**src/sv/phcl_pkg.sv**
```systemverilog
// Shared types and constants for the program image header check loader.
// No dependencies; imported by every module of the block.
`default_nettype none

package phcl_pkg;

  // Register indexes (word address paddr[3:2])
  localparam logic [1:0] REG_MEMORY_BASE      = 2'd0;
  localparam logic [1:0] REG_MEMORY_LENGTH    = 2'd1;
  localparam logic [1:0] REG_EXPECTED_MAGIC   = 2'd2;
  localparam logic [1:0] REG_EXPECTED_VERSION = 2'd3;

  localparam int unsigned PADDR_W = 4;

  // Load status codes
  localparam logic [2:0] ST_OK        = 3'd0;
  localparam logic [2:0] ST_BAD_HDR   = 3'd1;
  localparam logic [2:0] ST_BAD_SIZE  = 3'd2;
  localparam logic [2:0] ST_BAD_ENTRY = 3'd3;
  localparam logic [2:0] ST_NO_MEM    = 3'd4;
  localparam logic [2:0] ST_TRUNC     = 3'd5;

  // Result kinds
  localparam logic KIND_WRITE  = 1'b0;
  localparam logic KIND_STATUS = 1'b1;

  // Header bytes that carry fields (six little-endian words)
  localparam int unsigned HDR_FIELD_BYTES = 24;
  localparam int unsigned HDR_WORDS       = 6;

  // Result queue
  localparam int unsigned RQ_DEPTH = 4;
  localparam int unsigned RQ_AW    = 2;
  localparam int unsigned RQ_CW    = 3;

  typedef struct packed {
    logic [31:0] memory_base;
    logic [31:0] memory_length;
    logic [31:0] expected_magic;
    logic [7:0]  expected_version;
  } cfg_t;

  typedef struct packed {
    logic        result_kind;
    logic [31:0] write_address;
    logic [7:0]  write_data;
    logic [2:0]  load_status;
    logic [31:0] entry_address;
    logic [31:0] required_kb;
    logic [21:0] available_kb;
    logic        last_of_run;
  } result_t;

  // Results produced by one item: count is 0, 1 or 2
  typedef struct packed {
    logic [1:0] count;
    result_t    first;
    result_t    second;
  } push_t;

endpackage

`default_nettype wire

```
**src/sv/phcl_if.sv**
```systemverilog
// Handshake channel interfaces: file byte input and load result output.
// Depends on nothing but the language.
`default_nettype none

interface load_in_if;
  logic       valid;
  logic       ready;
  logic [7:0] file_byte;
  logic       end_of_file;

  modport source (output valid, output file_byte, output end_of_file, input ready);
  modport sink (input valid, input file_byte, input end_of_file, output ready);
endinterface

interface load_out_if;
  logic        valid;
  logic        ready;
  logic        result_kind;
  logic [31:0] write_address;
  logic [7:0]  write_data;
  logic [2:0]  load_status;
  logic [31:0] entry_address;
  logic [31:0] required_kb;
  logic [21:0] available_kb;
  logic        last_of_run;

  modport source (output valid, output result_kind, output write_address,
                  output write_data, output load_status, output entry_address,
                  output required_kb, output available_kb, output last_of_run,
                  input ready);
  modport sink (input valid, input result_kind, input write_address,
                input write_data, input load_status, input entry_address,
                input required_kb, input available_kb, input last_of_run,
                output ready);
endinterface

`default_nettype wire

```
**src/sv/program_image_header_check_loader.sv**
```systemverilog
// Flow: an accepted item lands in the input register, is checked and
// queued in the result queue, from which its first result is offered.
// Throughput: one file byte per cycle while the queue has room; a byte that
// closes the image gives two results, which leave the four-entry result queue one at a time.
// Reset: synchronous, active high; registers read 0, load restarts at header.
// Top level; depends on phcl_pkg, phcl_if, phcl_cfg, phcl_core and phcl_rq.
`default_nettype none

module program_image_header_check_loader
  import phcl_pkg::*;
#(
  parameter int unsigned HEADER_BYTES = 32   // 24 to 128
) (
  input  wire logic               clk,
  input  wire logic               rst,
  load_in_if.sink                 file_in,
  load_out_if.source              result_out,
  input  wire logic               psel,
  input  wire logic               penable,
  input  wire logic               pwrite,
  input  wire logic [PADDR_W-1:0] paddr,
  input  wire logic [31:0]        pwdata,
  output logic [31:0]             prdata,
  output logic                    pready
);

  cfg_t  cfg;
  push_t push;
  logic  room;

  // Registers: base, length, magic, version at byte addresses 0, 4, 8, 12.
  // Values are sampled by the core whenever a byte is processed, so the
  // header check uses those held when the header completes.
  phcl_cfg u_cfg (
    .clk     (clk),
    .rst     (rst),
    .psel    (psel),
    .penable (penable),
    .pwrite  (pwrite),
    .paddr   (paddr),
    .pwdata  (pwdata),
    .prdata  (prdata),
    .pready  (pready),
    .cfg     (cfg)
  );

  // Core: one file byte per cycle. Header words are built in place; on the
  // last header byte the check runs on the completed words and either queues
  // a status or starts the image. Image bytes become writes at
  // base + load offset + index; the closing byte adds OK or truncated.
  // The core holds its item until the queue has space for two results.
  phcl_core #(
    .HEADER_BYTES (HEADER_BYTES)
  ) u_core (
    .clk     (clk),
    .rst     (rst),
    .file_in (file_in),
    .cfg     (cfg),
    .room    (room),
    .push    (push)
  );

  // Result queue separates the two sides, so bytes keep flowing while a
  // finished result waits to be taken.
  phcl_rq u_rq (
    .clk        (clk),
    .rst        (rst),
    .push       (push),
    .room       (room),
    .result_out (result_out)
  );

endmodule

`default_nettype wire

```
**src/sv/phcl_cfg.sv**
```systemverilog
// APB-style configuration registers of the loader.
// Depends on phcl_pkg.
`default_nettype none

module phcl_cfg
  import phcl_pkg::*;
(
  input  wire logic               clk,
  input  wire logic               rst,
  input  wire logic               psel,
  input  wire logic               penable,
  input  wire logic               pwrite,
  input  wire logic [PADDR_W-1:0] paddr,
  input  wire logic [31:0]        pwdata,
  output logic [31:0]             prdata,
  output logic                    pready,
  output cfg_t                    cfg
);

  logic wr_en;

  assign pready = 1'b1;
  assign wr_en  = psel && penable && pwrite && pready;

  always_ff @(posedge clk) begin
    if (rst) begin
      cfg <= '0;
    end else if (wr_en) begin
      case (paddr[3:2])
        REG_MEMORY_BASE:      cfg.memory_base      <= pwdata;
        REG_MEMORY_LENGTH:    cfg.memory_length    <= pwdata;
        REG_EXPECTED_MAGIC:   cfg.expected_magic   <= pwdata;
        REG_EXPECTED_VERSION: cfg.expected_version <= pwdata[7:0];
        default: ;
      endcase
    end
  end

  always_comb begin
    case (paddr[3:2])
      REG_MEMORY_BASE:      prdata = cfg.memory_base;
      REG_MEMORY_LENGTH:    prdata = cfg.memory_length;
      REG_EXPECTED_MAGIC:   prdata = cfg.expected_magic;
      REG_EXPECTED_VERSION: prdata = {24'd0, cfg.expected_version};
      default:              prdata = '0;
    endcase
  end

endmodule

`default_nettype wire

```
**src/sv/phcl_core.sv**
```systemverilog
// Input register, header gathering/checking and image address generation.
// Depends on phcl_pkg and phcl_if.
`default_nettype none

module phcl_core
  import phcl_pkg::*;
#(
  parameter int unsigned HEADER_BYTES = 32
) (
  input  wire logic  clk,
  input  wire logic  rst,
  load_in_if.sink    file_in,
  input  cfg_t       cfg,
  input  wire logic  room,
  output push_t      push
);

  localparam logic [31:0] HDR_LAST  = 32'(HEADER_BYTES - 1);
  localparam logic [7:0]  HDR_SIZE8 = 8'(HEADER_BYTES);

  typedef enum logic [1:0] {
    PH_HEADER,
    PH_IMAGE,
    PH_DRAIN
  } phase_t;

  // input register
  logic       in_valid;
  logic [7:0] in_byte;
  logic       in_eof;

  phase_t      phase, phase_next;
  logic [31:0] byte_counter, byte_counter_next;
  logic [31:0] img_off, img_off_next;
  logic [31:0] hdr [HDR_WORDS];
  logic [31:0] hdr_next [HDR_WORDS];
  logic [31:0] required_kb, required_kb_next;
  logic [21:0] available_kb, available_kb_next;

  logic        fire;
  logic        hdr_field;
  logic [2:0]  widx;
  logic [31:0] room_len, load_end, cnt_inc;
  logic        bad_hdr, bad_size, bad_entry, no_mem, hdr_done, img_done;
  logic [2:0]  check_st;
  logic [21:0] avail;
  result_t     r_write, r_status;

  assign fire          = in_valid && room;
  assign file_in.ready = !in_valid || fire;

  always_ff @(posedge clk) begin
    if (rst) begin
      in_valid <= 1'b0;
    end else if (file_in.ready) begin
      in_valid <= file_in.valid;
    end
    if (file_in.ready && file_in.valid) begin
      in_byte <= file_in.file_byte;
      in_eof  <= file_in.end_of_file;
    end
  end

  // header byte insertion
  assign hdr_field = (byte_counter < 32'(HDR_FIELD_BYTES));
  assign widx      = byte_counter[4:2];

  always_comb begin
    for (int i = 0; i < HDR_WORDS; i++) begin
      hdr_next[i] = hdr[i];
    end
    if (phase == PH_HEADER && hdr_field) begin
      hdr_next[widx][8*byte_counter[1:0] +: 8] = in_byte;
    end
  end

  // header check, on completed words
  assign room_len = cfg.memory_length - hdr_next[2];
  assign load_end = hdr_next[2] + hdr_next[3];
  assign avail    = cfg.memory_length[31:10];
  assign bad_hdr  = (hdr_next[0] != cfg.expected_magic) ||
                    (hdr_next[1][7:0] != cfg.expected_version) ||
                    (hdr_next[1][15:8] != HDR_SIZE8) ||
                    (hdr_next[1][31:16] != 16'd0);
  assign bad_size = (hdr_next[3] == 32'd0) || (hdr_next[2] > cfg.memory_length) ||
                    (hdr_next[3] > room_len);
  assign bad_entry = (hdr_next[4] < hdr_next[2]) || (hdr_next[4] >= load_end);
  assign no_mem    = (hdr_next[5] != 32'd0) && (hdr_next[5] > {10'd0, avail});

  always_comb begin
    if (bad_hdr)        check_st = ST_BAD_HDR;
    else if (bad_size)  check_st = ST_BAD_SIZE;
    else if (bad_entry) check_st = ST_BAD_ENTRY;
    else if (no_mem)    check_st = ST_NO_MEM;
    else if (in_eof)    check_st = ST_TRUNC;
    else                check_st = ST_OK;
  end

  assign hdr_done = (byte_counter == HDR_LAST);
  assign cnt_inc  = byte_counter + 32'd1;
  assign img_done = (cnt_inc >= hdr[3]);

  always_comb begin
    phase_next        = phase;
    byte_counter_next = byte_counter;
    img_off_next      = img_off;
    required_kb_next  = required_kb;
    available_kb_next = available_kb;

    r_write               = '0;
    r_write.result_kind   = KIND_WRITE;
    r_write.write_address = cfg.memory_base + img_off;
    r_write.write_data    = in_byte;
    r_status              = '0;
    r_status.result_kind  = KIND_STATUS;
    r_status.last_of_run  = 1'b1;
    push.count            = 2'd0;

    case (phase)
      PH_HEADER: begin
        if (hdr_done) begin
          byte_counter_next = '0;
          img_off_next      = hdr_next[2];
          if (!bad_hdr && !bad_size && !bad_entry && hdr_next[5] != 32'd0) begin
            required_kb_next  = hdr_next[5];
            available_kb_next = avail;
          end
          if (check_st == ST_OK) begin
            phase_next = PH_IMAGE;
          end else begin
            r_status.load_status = check_st;
            push.count = 2'd1;
            phase_next = in_eof ? PH_HEADER : PH_DRAIN;
          end
        end else if (in_eof) begin
          r_status.load_status = ST_BAD_HDR;
          push.count           = 2'd1;
          byte_counter_next    = '0;
        end else begin
          byte_counter_next = cnt_inc;
        end
      end
      PH_IMAGE: begin
        byte_counter_next = cnt_inc;
        img_off_next      = img_off + 32'd1;
        if (img_done) begin
          r_status.load_status   = ST_OK;
          r_status.entry_address = cfg.memory_base + hdr[4];
          push.count             = 2'd2;
          phase_next             = in_eof ? PH_HEADER : PH_DRAIN;
          byte_counter_next      = '0;
        end else if (in_eof) begin
          r_status.load_status = ST_TRUNC;
          push.count           = 2'd2;
          phase_next           = PH_HEADER;
          byte_counter_next    = '0;
        end else begin
          r_write.last_of_run = 1'b1;
          push.count          = 2'd1;
        end
      end
      default: begin
        if (in_eof) begin
          phase_next        = PH_HEADER;
          byte_counter_next = '0;
        end
      end
    endcase

    // recorded KB values travel in every result, as updated by this item
    r_write.required_kb   = required_kb_next;
    r_write.available_kb  = available_kb_next;
    r_status.required_kb  = required_kb_next;
    r_status.available_kb = available_kb_next;

    if (!fire) begin
      push.count = 2'd0;
    end
    push.first  = (phase == PH_IMAGE) ? r_write : r_status;
    push.second = r_status;
  end

  always_ff @(posedge clk) begin
    if (rst) begin
      phase        <= PH_HEADER;
      byte_counter <= '0;
      img_off      <= '0;
      required_kb  <= '0;
      available_kb <= '0;
      for (int i = 0; i < HDR_WORDS; i++) begin
        hdr[i] <= '0;
      end
    end else if (fire) begin
      phase        <= phase_next;
      byte_counter <= byte_counter_next;
      img_off      <= img_off_next;
      required_kb  <= required_kb_next;
      available_kb <= available_kb_next;
      for (int i = 0; i < HDR_WORDS; i++) begin
        hdr[i] <= hdr_next[i];
      end
    end
  end

  // two results only come from an image byte
  a_pair_from_image: assert property (@(posedge clk) disable iff (rst)
    push.count == 2'd2 |-> phase == PH_IMAGE)
    else $error("result pair outside image phase");

  // in a pair the status closes the run
  a_pair_order: assert property (@(posedge clk) disable iff (rst)
    push.count == 2'd2 |-> (push.first.result_kind == KIND_WRITE) &&
      !push.first.last_of_run && push.second.result_kind == KIND_STATUS)
    else $error("result pair out of order");

  // every end of file returns to header gathering at byte zero
  a_eof_restarts: assert property (@(posedge clk) disable iff (rst)
    fire && in_eof |=> phase == PH_HEADER && byte_counter == 32'd0)
    else $error("end of file did not restart header gathering");

endmodule

`default_nettype wire

```
**src/sv/phcl_rq.sv**
```systemverilog
// Result queue: takes up to two results a cycle, hands out one.
// Depends on phcl_pkg and phcl_if.
`default_nettype none

module phcl_rq
  import phcl_pkg::*;
(
  input  wire logic  clk,
  input  wire logic  rst,
  input  push_t      push,
  output logic       room,
  load_out_if.source result_out
);

  result_t          mem [RQ_DEPTH];
  logic [RQ_AW-1:0] wr_ptr, rd_ptr;
  logic [RQ_CW-1:0] count;
  logic             pop;
  result_t          head;

  assign room = (count <= RQ_CW'(RQ_DEPTH - 2));
  assign pop  = result_out.valid && result_out.ready;
  assign head = mem[rd_ptr];

  always_ff @(posedge clk) begin
    if (push.count != 2'd0) begin
      mem[wr_ptr] <= push.first;
    end
    if (push.count == 2'd2) begin
      mem[wr_ptr + RQ_AW'(1)] <= push.second;
    end
  end

  always_ff @(posedge clk) begin
    if (rst) begin
      wr_ptr <= '0;
      rd_ptr <= '0;
      count  <= '0;
    end else begin
      wr_ptr <= wr_ptr + RQ_AW'(push.count);
      rd_ptr <= rd_ptr + RQ_AW'(pop);
      count  <= count + RQ_CW'(push.count) - RQ_CW'(pop);
    end
  end

  assign result_out.valid         = (count != '0);
  assign result_out.result_kind   = head.result_kind;
  assign result_out.write_address = head.write_address;
  assign result_out.write_data    = head.write_data;
  assign result_out.load_status   = head.load_status;
  assign result_out.entry_address = head.entry_address;
  assign result_out.required_kb   = head.required_kb;
  assign result_out.available_kb  = head.available_kb;
  assign result_out.last_of_run   = head.last_of_run;

endmodule

`default_nettype wire
```
**src/flat_wrapper.sv**
```systemverilog
// flat-port wrapper written by rule: the top's interface ports become plain ports
module program_image_header_check_loader_flat import phcl_pkg::*;
#(
  parameter int unsigned HEADER_BYTES = 32               
)
  (clk, rst, psel, penable, pwrite, paddr, pwdata, prdata, pready, file_in_valid, file_in_file_byte, file_in_end_of_file, file_in_ready, result_out_valid, result_out_result_kind, result_out_write_address, result_out_write_data, result_out_load_status, result_out_entry_address, result_out_required_kb, result_out_available_kb, result_out_last_of_run, result_out_ready);
  load_in_if file_in_i ();
  load_out_if result_out_i ();
  input  wire logic clk;
  input  wire logic rst;
  input  wire logic psel;
  input  wire logic penable;
  input  wire logic pwrite;
  input  wire logic [PADDR_W-1:0] paddr;
  input  wire logic [31:0] pwdata;
  output logic [31:0] prdata;
  output logic pready;
  input wire logic [$bits(file_in_i.valid)-1:0] file_in_valid;
  input wire logic [$bits(file_in_i.file_byte)-1:0] file_in_file_byte;
  input wire logic [$bits(file_in_i.end_of_file)-1:0] file_in_end_of_file;
  output wire logic [$bits(file_in_i.ready)-1:0] file_in_ready;
  output wire logic [$bits(result_out_i.valid)-1:0] result_out_valid;
  output wire logic [$bits(result_out_i.result_kind)-1:0] result_out_result_kind;
  output wire logic [$bits(result_out_i.write_address)-1:0] result_out_write_address;
  output wire logic [$bits(result_out_i.write_data)-1:0] result_out_write_data;
  output wire logic [$bits(result_out_i.load_status)-1:0] result_out_load_status;
  output wire logic [$bits(result_out_i.entry_address)-1:0] result_out_entry_address;
  output wire logic [$bits(result_out_i.required_kb)-1:0] result_out_required_kb;
  output wire logic [$bits(result_out_i.available_kb)-1:0] result_out_available_kb;
  output wire logic [$bits(result_out_i.last_of_run)-1:0] result_out_last_of_run;
  input wire logic [$bits(result_out_i.ready)-1:0] result_out_ready;
  assign file_in_i.valid = file_in_valid;
  assign file_in_i.file_byte = file_in_file_byte;
  assign file_in_i.end_of_file = file_in_end_of_file;
  assign file_in_ready = file_in_i.ready;
  assign result_out_valid = result_out_i.valid;
  assign result_out_result_kind = result_out_i.result_kind;
  assign result_out_write_address = result_out_i.write_address;
  assign result_out_write_data = result_out_i.write_data;
  assign result_out_load_status = result_out_i.load_status;
  assign result_out_entry_address = result_out_i.entry_address;
  assign result_out_required_kb = result_out_i.required_kb;
  assign result_out_available_kb = result_out_i.available_kb;
  assign result_out_last_of_run = result_out_i.last_of_run;
  assign result_out_i.ready = result_out_ready;
  program_image_header_check_loader #(.HEADER_BYTES(HEADER_BYTES)) u_core (.clk(clk), .rst(rst), .file_in(file_in_i), .result_out(result_out_i), .psel(psel), .penable(penable), .pwrite(pwrite), .paddr(paddr), .pwdata(pwdata), .prdata(prdata), .pready(pready));
endmodule
```
**config.mk**
```make
export PLATFORM = sky130hd
export DESIGN_NAME = program_image_header_check_loader_flat
export DESIGN_NICKNAME = d
export VERILOG_FILES = /design/src/sv/phcl_pkg.sv /design/src/sv/phcl_if.sv /design/src/sv/program_image_header_check_loader.sv /design/src/sv/phcl_cfg.sv /design/src/sv/phcl_core.sv /design/src/sv/phcl_rq.sv /design/src/flat_wrapper.sv
export SDC_FILE = /design/constraint.sdc
export NUM_CORES = 2
export LEC_CHECK = 0
export BUFFER_PORTS_ARGS = -buffer_cell sky130_fd_sc_hd__buf_4
export CORE_MARGIN = 8
export CORE_UTILIZATION = 60
export DETAILED_ROUTE_END_ITERATION = 10
export PLACE_DENSITY_LB_ADDON = 0.12
export SLEW_MARGIN = 20
export SYNTH_ARGS = -nofsm -noshare
export SYNTH_HDL_FRONTEND = slang
export SYNTH_HIERARCHICAL = 1
export SYNTH_SLANG_ARGS = --single-unit
export TNS_END_PERCENT = 1
```
**constraint.sdc**
```tcl
create_clock -name clk -period 53.6 [get_ports clk]
set_input_delay 5.36 -clock clk [delete_from_list [all_inputs] [get_ports clk]]
set_output_delay 5.36 -clock clk [all_outputs]
set_load 0.02 [all_outputs]
```
==> results.cfg <==
[detailed_routing]
drt_pass1_iterations = 6
drc_errors = 0
ant_nets = 0
num_vias = 41100
via_per_inst = 6.21
post_drt_wl_per_cell_um = 25.9
drtIter0Drc = 4045
routed_wl_mm = 171

[layout]
instances_no_fill = 6619
regArea_mm2 = 0.0264
layout_common_cells = 725 x edfxtp_1, 378 x nand2_1, 307 x buf_4
fill_cells = 7558
multi_input_area_mm2 = 0.0307
final_area_mm2 = 0.0652
area_delta_synth_final_pct = 9.14
drive_above_1_share_pct = 22.3
antenna_cells = 0
final_common_cell = edfxtp_1
layout.nets = 5578

[floorplanning]
rows = 115
ios = 218
fp.dieW_um = 331
core_mm2 = 0.0986
start_util_pct = 60.6
die_h_um = 331
die_area_mm2 = 0.110

[timing]
fmax_mhz = 68.3
fin_crit_ns = 14.65
setup_ws_ns = 38.95
skew_ns = 0.0327
slew_viol_final = 0
slew_headroom_pct = 17.2
hold_viol = 0
tightest_slew_ns = 1.24
rsz0062_at_grt = false
finalCritPeriodShare_pct = 27.3
fin_tns_setup_ns = 0
setup_viol = 0

[clocking]
cts_tree = yes
numCtsBuffers = 104
cts_resized = 0
cts_setup_buffers = 0
clkSinkCount = 957
clock_path_buffers = 3
cts_root_buffer = clkbuf_16
insertion_delay_ns = 0.72
h-tree-depth = 3
clk_pin_slew_ns = 0.06
hold_buffers = 0

[setup_path]
critPathMaxFanout = 62
reg2reg_slack_ns = 38.95
cp_slowest_stage_delay_ns = 1.02
worst_r2r_endpoint = u_core/u_rq/mem[3][92]$_DFFE_PP_
worst_r2r_path_depth = 40
crit_arrival_ns = 15.11
crit_path_frequent_cell = a21o_1
critical_path_class = reg -> reg
start_kind = register
cp-end-kind = register
timing.rr.start = u_core/u_core/byte_counter[0]$_SDFFE_PP0P_
required_ns = 54.07
critical_path.slowest_cell = nor3b_1

[global_routing]
grt_pass1_wl_mm = 253
grt_use_total_pct = 29.8
gr-total-overflow = 0
antenna_found_initial = 3
grt_pass1_vias = 39400
grt_max_degree = 134

[placement]
numPortBuffers = 214
gp_congestion = 0.997
dp_hpwl_mm = 123
postPlaceCellArea_mm2 = 0.0617
dp_slack_ns = 39.20
dp.cells = 6423

[outcome]
status = completed

[hold_path]
min_from = u_core/u_core/required_kb[28]$_SDFFE_PP0P_
min_path_cells = 2
hold_class = reg -> reg
min_to = u_core/u_core/required_kb[28]$_SDFFE_PP0P_

[logic_synthesis]
yosys_warnings = 6
ys_seq_area_share_pct = 44.2
synth_edf_count = 725
syn_area_mm2 = 0.0597
ys_types = 102
synth_ff_type = edfxtp_1
synthCells = 5144
avgSynthCellArea_um2 = 11.6
synthArstFlopShare_pct = 0
synth_seq_cells = 957

[run]
max_cap_viol_count = 0

[pwr]
power.density_mw_per_mm2 = 30.7
leakage_nw = 25.8
ir_drop_uv = 30.6
-- cell usage after synthesis (67+ instances only) --
master | count | area share, %
nand2_1 | 378 | 2.4
dfxtp_1 | 232 | 7.8
clkbuf_1 | 136 | 0.86
xnor2_1 | 113 | 1.7
mux2i_1 | 202 | 3.4
a21oi_1 | 258 | 2.2
a21o_1 | 111 | 1.4
mux4_2 | 139 | 5.2
nor2b_1 | 108 | 1.1
mux2_4 | 210 | 5.3
inv_1 | 153 | 0.96
o21ai_0 | 247 | 2.1
buf_4 | 137 | 1.7
xor2_1 | 72 | 1.1
nor2_1 | 300 | 1.9
mux2_2 | 288 | 5.4
edfxtp_1 | 725 | 36
ha_1 | 279 | 5.8
nand3_1 | 67 | 0.56
mux2_1 | 103 | 1.9
nand2b_1 | 187 | 2.0
-- cells by family after synthesis --
logic type,Yosys count,synth area share (%)
compound gates,825,8.47
xor+xnor,187,2.79
fa+ha+maj,287,6.05
buf+inv,545,4.99
flops,957,44.2
mux,942,21.3
other cells,3,0.0189
simple gates,1398,12.2
-- final cells by class --
cell class	count	area share (%)
Multi-Input combinational cell	3714	47.1
Sequential cell	957	40.6
Clock buffer	128	4.26
Timing Repair Buffer	312	3.69
Tap cell	1287	2.47
Clock inverter	67	1.01
Inverter	154	0.887
-- critical path, delay by kind of cell (launching register included) --
family / cells / cell delay (ns)
AOI/OAI and AO/OA: 18 / 4.30
and+or+nand+nor: 7 / 4.15
buffers and inverters: 7 / 2.72
adders and majority gates: 4 / 1.41
muxes: 3 / 0.92
DFF: 1 / 0.60
xor gates and xnor gates: 1 / 0.16
-- layer usage --
layer / vias up / global-route usage (%) / wire length, µm
li1: 19100 / - / -
met4: 2 / 13.4 / 8710
met3: 333 / 4.45 / 12000
met1: 20200 / 41.2 / 73400
met5: - / 0 / 14
met2: 1527 / 46.7 / 77000
-- power by group --
part           switching, mW  leakage (nW)  internal (mW)
Sequential            0.0225          8.72          0.827
Combinational          0.254          15.4          0.181
Clock                  0.312          1.68          0.405
Total                  0.589          25.8           1.41
-- flip-flops by register name, summed over array words and instances (netlist names) --
signal	flops
u_core/u_core/byte_counter	32
u_core/u_core/in_valid	1
u_core/u_core/phase	2
u_core/u_core/img_off	32
u_core/u_rq/mem	524
u_core/u_core/required_kb	32
u_core/u_rq/wr_ptr	2
u_core/u_core/available_kb	22
u_core/u_core/in_byte	8
u_core/u_rq/rd_ptr	2
u_core/u_cfg/cfg	104
u_core/u_core/in_eof	1
u_core/u_core/hdr	192
u_core/u_rq/count	3
-- worst max path at each step --
stage,cells past startpoint,slack (ns),start,to
2_1_floorplan,37,36.57,u_core/u_core/byte_counter[0]$_SDFFE_PP0P_,u_core/u_rq/mem[0][0]$_DFFE_PP_
3_3_place_gp,40,39.29,u_core/u_core/byte_counter[0]$_SDFFE_PP0P_,u_core/u_rq/mem[3][98]$_DFFE_PP_
3_5_place_dp,40,39.20,u_core/u_core/byte_counter[0]$_SDFFE_PP0P_,u_core/u_rq/mem[3][93]$_DFFE_PP_
4_1_cts,40,39.18,u_core/u_core/byte_counter[0]$_SDFFE_PP0P_,u_core/u_rq/mem[3][111]$_DFFE_PP_
5_1_grt,40,38.59,u_core/u_core/byte_counter[0]$_SDFFE_PP0P_,u_core/u_rq/mem[3][91]$_DFFE_PP_
6_report,40,38.95,u_core/u_core/byte_counter[0]$_SDFFE_PP0P_,u_core/u_rq/mem[3][92]$_DFFE_PP_
-- through the flow --
step | hold WS [ns] | util (%) | total power, mW
after global placement | 0.455 | 62.6 | 1.29
final | 0.472 | 66.1 | 2.00
after floorplan | 0.447 | - | 1.16
after global routing | 0.495 | 66.1 | 2.07
after detailed placement | 0.466 | 62.6 | 1.30
after CTS | 0.473 | 66.1 | 2.01
(Power assumes the default switching activity.)
